===== src/hdl/assert_macros.svh =====
// Assertion macros shared by the RTL of the pose velocity estimator.
// Depends on nothing; included by files that carry concurrent assertions.
`ifndef ASSERT_MACROS_SVH
`define ASSERT_MACROS_SVH

// Implication checked on every clock edge outside reset.
`define ASSERT_IMPL(lbl, clk, rstn, pre, post) \
  lbl: assert property (@(posedge clk) disable iff (!rstn) (pre) |-> (post)) \
    else $error("assertion failed");

// Implication whose consequent is checked in the cycle after the antecedent.
`define ASSERT_NEXT(lbl, clk, rstn, pre, post) \
  lbl: assert property (@(posedge clk) disable iff (!rstn) (pre) |=> (post)) \
    else $error("assertion failed");

`endif


===== src/hdl/pfdv_pkg.sv =====
// Package of the pose velocity estimator: widths, constants, CORDIC angle table.
// Depends on nothing.
package pfdv_pkg;
  localparam int unsigned CordicSteps = 17;
  localparam logic signed [31:0] QOne = 32'sd65536;
  localparam logic signed [31:0] QTwo = 32'sd131072;
  localparam logic signed [31:0] QPi = 32'sd205887;
  localparam logic [29:0] NsPerS = 30'd1000000000;

  function automatic logic signed [17:0] atan_entry(input logic [4:0] idx);
    logic signed [17:0] r;
    unique case (idx)
      5'd0: r = 18'sd51472;
      5'd1: r = 18'sd30386;
      5'd2: r = 18'sd16055;
      5'd3: r = 18'sd8150;
      5'd4: r = 18'sd4091;
      5'd5: r = 18'sd2047;
      5'd6: r = 18'sd1024;
      5'd7: r = 18'sd512;
      5'd8: r = 18'sd256;
      5'd9: r = 18'sd128;
      5'd10: r = 18'sd64;
      5'd11: r = 18'sd32;
      5'd12: r = 18'sd16;
      5'd13: r = 18'sd8;
      5'd14: r = 18'sd4;
      5'd15: r = 18'sd2;
      5'd16: r = 18'sd1;
      default: r = 18'sd0;
    endcase
    return r;
  endfunction

  function automatic logic signed [31:0] clamp_rule(input logic signed [31:0] v);
    return (v > QTwo) ? QOne : v;
  endfunction
endpackage


===== src/hdl/pfdv_divider.sv =====
// Restoring divider, one quotient bit per cycle, for the velocity quotients.
// Depends on pfdv_pkg; numerator 63 bits, divisor 64 bits unsigned.
module pfdv_divider import pfdv_pkg::*; (
  input  logic        clk_i,
  input  logic        rst_ni,
  input  logic        start_i,
  input  logic [62:0] num_i,
  input  logic [63:0] den_i,
  output logic        done_o,
  output logic [62:0] quo_o
);
  logic busy_q, done_q;
  logic [5:0] n_q;
  logic [62:0] q_q;
  logic [64:0] r_q;
  logic [63:0] d_q;
  logic [64:0] sh;
  assign sh = {r_q[63:0], q_q[62]};
  assign done_o = done_q;
  assign quo_o = q_q;
  always_ff @(posedge clk_i or negedge rst_ni) begin
    if (!rst_ni) begin
      busy_q <= 1'b0;
      done_q <= 1'b0;
      n_q <= '0;
    end else begin
      done_q <= 1'b0;
      if (start_i) begin
        busy_q <= 1'b1;
        q_q <= num_i;
        d_q <= den_i;
        r_q <= '0;
        n_q <= 6'd62;
      end else if (busy_q) begin
        if (sh >= {1'b0, d_q}) begin
          r_q <= sh - {1'b0, d_q};
          q_q <= {q_q[61:0], 1'b1};
        end else begin
          r_q <= sh;
          q_q <= {q_q[61:0], 1'b0};
        end
        if (n_q == '0) begin
          busy_q <= 1'b0;
          done_q <= 1'b1;
        end
        n_q <= n_q - 6'd1;
      end
    end
  end
endmodule


===== config.mk =====
export PLATFORM = sky130hd
export DESIGN_NAME = pfdv_divider
export DESIGN_NICKNAME = d
export VERILOG_FILES = /design/src/hdl/assert_macros.svh /design/src/hdl/pfdv_pkg.sv /design/src/hdl/pfdv_divider.sv
export SDC_FILE = /design/constraint.sdc
export NUM_CORES = 1
export LEC_CHECK = 0
export ABC_AREA = 0
export BUFFER_PORTS_ARGS = -buffer_cell sky130_fd_sc_hd__buf_2
export CAP_MARGIN = 20
export CORE_MARGIN = 2
export CORE_UTILIZATION = 58
export DETAILED_ROUTE_END_ITERATION = 16
export PLACE_DENSITY = 0.81
export SETUP_SLACK_MARGIN = 0.02
export SLEW_MARGIN = 20
export SYNTH_ARGS = -nofsm -noshare
export SYNTH_HDL_FRONTEND = slang
export SYNTH_SLANG_ARGS = --single-unit

===== constraint.sdc =====
create_clock -name clk_i -period 5.2 [get_ports clk_i]
set_input_delay 0.26 -clock clk_i [delete_from_list [all_inputs] [get_ports clk_i]]
set_output_delay 0.26 -clock clk_i [all_outputs]
set_load 0.03 [all_outputs]

# Word-level counts from Yosys, hierarchy flattened
# Cells that the tools add are included.
# totals
regBits	200
input_bits	130
out_inout_bits	64
wordCells	26
# op_classes
n_addsub	2
order_cmp	1
n_mux	13
reduce_logical	4
# ops
op	count
2-to-1 mux 65 bit	2
2-to-1 mux 63 bit	2
>= comparator 65 x 64 -> 1 bit	1
subtractor 65 x 64 -> 65 bit	1
2-to-1 mux 6 bit	2
2-to-1 mux 1 bit	7
zero test 6 bit	1
subtractor 6 x 1 -> 6 bit, second input constant	1
AND reduction 2 bit	2
nonzero test 2 bit	1

# Depth between registers and ports, before layout
# logic_depth
word_depth	4
ltp_mapped	15
ltp_nobuf	13

# Worst setup path before layout
# No wires, ideal clock.
# synth_path
path_type	register -> register
start	register busy_q
end	register q_q[0], in the netlist quo_o[0] (enable)
setup_ns	0.491
arrival_time_ns	3.479
t_required_ns	4.709
setup_slack_ns	1.230
stages_incl_launch_ff	4
path_buffers	1
period_less_slack_ns	3.970
cell_sequence	dfrtp_1 clkbuf_1 nor2_1 nor2b_1
# synth_via
elab_chain_cells	2
# synth_lines
item	line_no	rtl
from (decl)	pfdv_divider.sv:12	logic busy_q, done_q;
from (signal assigned)	pfdv_divider.sv:23	busy_q <= 1'b0;
from (signal assigned)	pfdv_divider.sv:29	busy_q <= 1'b1;
from (signal assigned)	pfdv_divider.sv:43	busy_q <= 1'b0;
nonzero test 2 bit (no source line)	-	
AND reduction 2 bit (no source line)	-	
to (signal assigned)	pfdv_divider.sv:30	q_q <= num_i;
to (signal assigned)	pfdv_divider.sv:37	q_q <= {q_q[61:0], 1'b1};
to (signal assigned)	pfdv_divider.sv:40	q_q <= {q_q[61:0], 1'b0};
to (decl)	pfdv_divider.sv:14	logic [62:0] q_q;
# Every way passes these cells.
# A chain may end at the register's enable or synchronous reset.

# Final worst setup path
# layout_path
start	register q_q[62], in the netlist quo_o[62]
end	register r_q[62], data pin
# layout_via
elab_chain_cells	3
word_cells_on_any_way	4
classes_between	1 x add/sub; 1 x order compare; 2 x mux
# layout_lines
item	line_no	rtl
subtractor 65 x 64 -> 65 bit / >= comparator 65 x 64 -> 1 bit (equally long branches)	pfdv_divider.sv:36, pfdv_divider.sv:35	
2-to-1 mux 65 bit *	pfdv_divider.sv:35	if (sh >= {1'b0, d_q}) begin
2-to-1 mux 65 bit *	pfdv_divider.sv:34	end else if (busy_q) begin
to (signal assigned)	pfdv_divider.sv:36	r_q <= sh - {1'b0, d_q};
to (signal assigned)	pfdv_divider.sv:39	r_q <= sh;
to (decl)	pfdv_divider.sv:15	logic [64:0] r_q;
# Every way passes the cells marked *; elsewhere a longest branch is shown, timed or not.

==> results by group <==
Worst setup path
  – Kind of critical path: reg2reg
  – Critical Path Fanout Max: 4
  – Crit-path cells: inv_1 -> ha_1 -> fa_1 -> nand2b_1 -> a21oi_1 -> o2111ai_1 -> a211oi_1 -> o21bai_1 -> a2111oi_2 -> o21bai_1 -> a21oi_1 -> mux2_2 -> nor4_1
  – CP Capture Type: flop
  – Worst EP required: 5470 ps
  – Worst path bufs/invs: 1
  – CP arrival: 4300 ps
  – Crit path max-delay family: compound AO/OA/AOI/OAI gates
  – Max incr delay on CP: ~500 ps
  – Startpoint class of the critical path: flop
  – CP max stage cell: a2111oi_2

Drt
  – Routed Wire Length: ~30000 microns
  – Routed Antenna Nets: 0
  – DRT iter0 DRCs: 754
  – DRC viols: 0
  – Length of the first detailed-routing pass in iterations: 5
  – Vias per cell: 5.926
  – Drt wl/cell: 17.66 microns
  – Total number of vias: roughly 10k

Final layout
  – Area growth syn-to-layout: 19.56%
  – Ant diodes: 0
  – Finished Core Util: 70.44%
  – Fill count: 1533
  – Final net count: 1618
  – Layout cell share with drive strength beyond 1: 22.18%

Yosys
  – Synth Flop Type: edfxtp_1
  – #FFs+latches synth: 199
  – Top cell type's share of synthesized area: 46.31%
  – Most instantiated cells after synthesis: 191 x edfxtp_1, 127 x nor2_1, 120 x a21oi_1, 82 x inv_1, 80 x nand2_1
  – Synthesized instance count: 1191
  – Number of synthesized flops with an enable pin: ~190
  – Top-count cell post-synth: edfxtp_1
  – Mapped Nets: 1388
  – XOR/XNOR Fraction of Synth Area: 4.243%
  – Synth warn: 0
  – FFs w/ async S/R, synth: between 4 and 5%
  – Syn Std Cell Area: 0.01238 sq mm
  – Syn avg cell area: 10.40 sq um
  – Mux cell area share after synthesis: 7.547%
  – Main combinational cell family by area after synthesis: compound AO/OA/AOI/OAI gates
  – Compound-Gate Fraction of Synth Area: 16.95%
  – Synth area leader: edfxtp_1
  – Main area contributors after synthesis: edfxtp_1 46%, ha_1 6.7%, mux2_2 5.8%
  – Adder-Cell Fraction of Synth Area: slightly below 7%
  – Count of cell types in the netlist: 75
  – Sequential fraction of the synthesis area: 47.93%
  – Post-synthesis simple-gate area fraction: between 10% and 20%

STA
  – Final Hold Vio Count: 0
  – Setup WS post-layout: 1169 ps
  – RSZ-0062 raised after global routing: false
  – Max Clock Freq: 248.1 MHz
  – Tmin final: just over 4000 ps
  – Final period utilization: 77.52%
  – Least-Margin Pin Slew: about 1100 ps
  – Slew Limit Fails: 0
  – Count of final setup violators: 0
  – Slew Limit Headroom: 28.38%
  – Setup TNS: 0 ps
  – Clock Skews: 16.78 ps

Die
  – Top-Level Pins: 194
  – Core Region: 0.02102 sq mm
  – Core Rows: 53
  – Die Area: about 0.023 sq mm
  – Die Height: ~150 microns
  – Starting density of the core: between 50% and 60%
  – Die Wd: 150.1 microns

GRT
  – Largest net degree at the start of global routing: 100
  – First-pass GRT wire length: 48490 microns
  – Vias in the first global route: 9977
  – Congestion Overflow GR: 0
  – GRT Total Usage: 27.11%
  – Initial antenna violation count: 1

Run status
  – Outcome: completed

Clocking
  – Clock transition at the registers of the reported paths: 90 ps
  – CTS Sinks: 199
  – CTS tree: done
  – Htree depth: 4
  – Post-CTS Setup Repair Bufs: 0
  – Clock Root Buffer: clkbuf_16
  – Worst-skew pair later-pin latency: about 470 ps
  – Clock Path Buffers: 2
  – Num CTS Buffers: 17

Power
  – Power Dens Cells: 352.1 mW/mm^2
  – Pleak: 0.006191 uW
  – Worst VDD drop: 0.2366 mV

Placed design
  – DP Worst Slack: 1242 ps
  – Post-DP HPWL: roughly 22000 microns
  – GPL Wtd Cong: 0.9496
  – I/O Buffers: 193

Run
  – MaxCap Viol Count: 0

Worst hold path
  – Worst Hold Class: in2reg
==> repair_timing <==
item	4_1_cts	5_1_grt
endpoints found under the hold margin	65	0
hold buffers	65	0
resized for setup	0	0
==> stage by stage <==
step	cell area [sq um]	power, uW	hold WS [ps]	cells
2_1_floorplan	12380	3402	-35.59	1191
3_3_place_gp	13550	3763	135.5	1612
3_5_place_dp	13550	3807	141.7	1612
4_1_cts	14810	5205	91.61	1709
5_1_grt	14810	5472	86.52	1709
6_report	14810	5214	88.74	1709
==> kinds of logic (layout without fill, tap and decap cells) <==
| kind of cell | after synthesis | after routing |
|---|---|---|
| buf+inv | 139 | 382 |
| flops | 199 | 199 |
| simple gates | 316 | 316 |
| mux | 85 | 85 |
| xor+xnor | 60 | 60 |
| fa+ha+maj | 67 | 67 |
| compound gates | 325 | 325 |
==> final timing paths <==
| path | cells past startpoint | slack, ps | end | start |
|---|---|---|---|---|
| setup / recovery | 13 | 1170 | r_q[62] | quo_o[62] |
| hold / removal | 2 | 90 | quo_o[7] | num_i[7] |
| setup reg to reg | 13 | 1170 | r_q[62] | quo_o[62] |
| hold reg to reg | 2 | 550 | n_q[4] | n_q[4] |
| max in group asynchronous | 3 | 3790 | done_o | rst_ni |
| min in group asynchronous | 2 | 200 | busy_q | rst_ni |
==> routing by layer <==
layer,track usage (%),wire length (microns),vias to the layer above
li1,-,-,4860
met1,34.68,12760,4816
met2,46.42,14760,389
met3,5.364,1967,62
met4,8.821,699,0
met5,0,0,-
==> area by class of cell <==
class                      count  area (sq um)  share of cell area (%)
tap                          275         344.1                   2.324
sequential                   199          5939                   40.11
clock inverter                14         176.4                   1.191
clock buffer                  18         429.2                   2.898
timing repair buffer         268          1694                   11.44
inverter                      82         307.8                   2.079
multi-input combinational    853          5916                   39.95
==> state kept, by name (all words and copies together), names as in the netlist <==
signal	flops
done_o	1
d_q	64
n_q	6
r_q	64
busy_q	1
quo_o	63
==> placed cells by master (no fill, tap or decap), drive strengths merged, types with 7 or more instances in the layout <==
cell / count
buf: 203
mux2i: 18
xnor2: 40
nand2: 84
nand4: 19
dlygate4sd3: 65
nand3: 8
nor2b: 14
a21o: 27
clkbuf: 18
nor3: 14
dfrtp: 8
and3: 9
nor2: 129
a21oi: 121
a21boi: 9
a211oi: 48
o21ai: 44
o21bai: 18
a31oi: 7
ha: 66
edfxtp: 191
o211ai: 11
xor2: 20
mux2: 67
inv: 89
o211a: 8
==> report_power, final <==
part | internal, uW | total [uW] | switching, uW
logic | 738 | 1770 | 1030
clock network | 655 | 1370 | 710
registers | 1970 | 2070 | 105
==> worst register-to-register path: stages (launching register included) <==
cell	delay (ps)
edfxtp_1	380
inv_1	50
ha_1	210
fa_1	400
nand2b_1	180
a21oi_1	220
o2111ai_1	280
a211oi_1	440
o21bai_1	150
a2111oi_2	500
o21bai_1	200
a21oi_1	210
mux2_2	350
nor4_1	270
(Power assumes the default switching activity.)
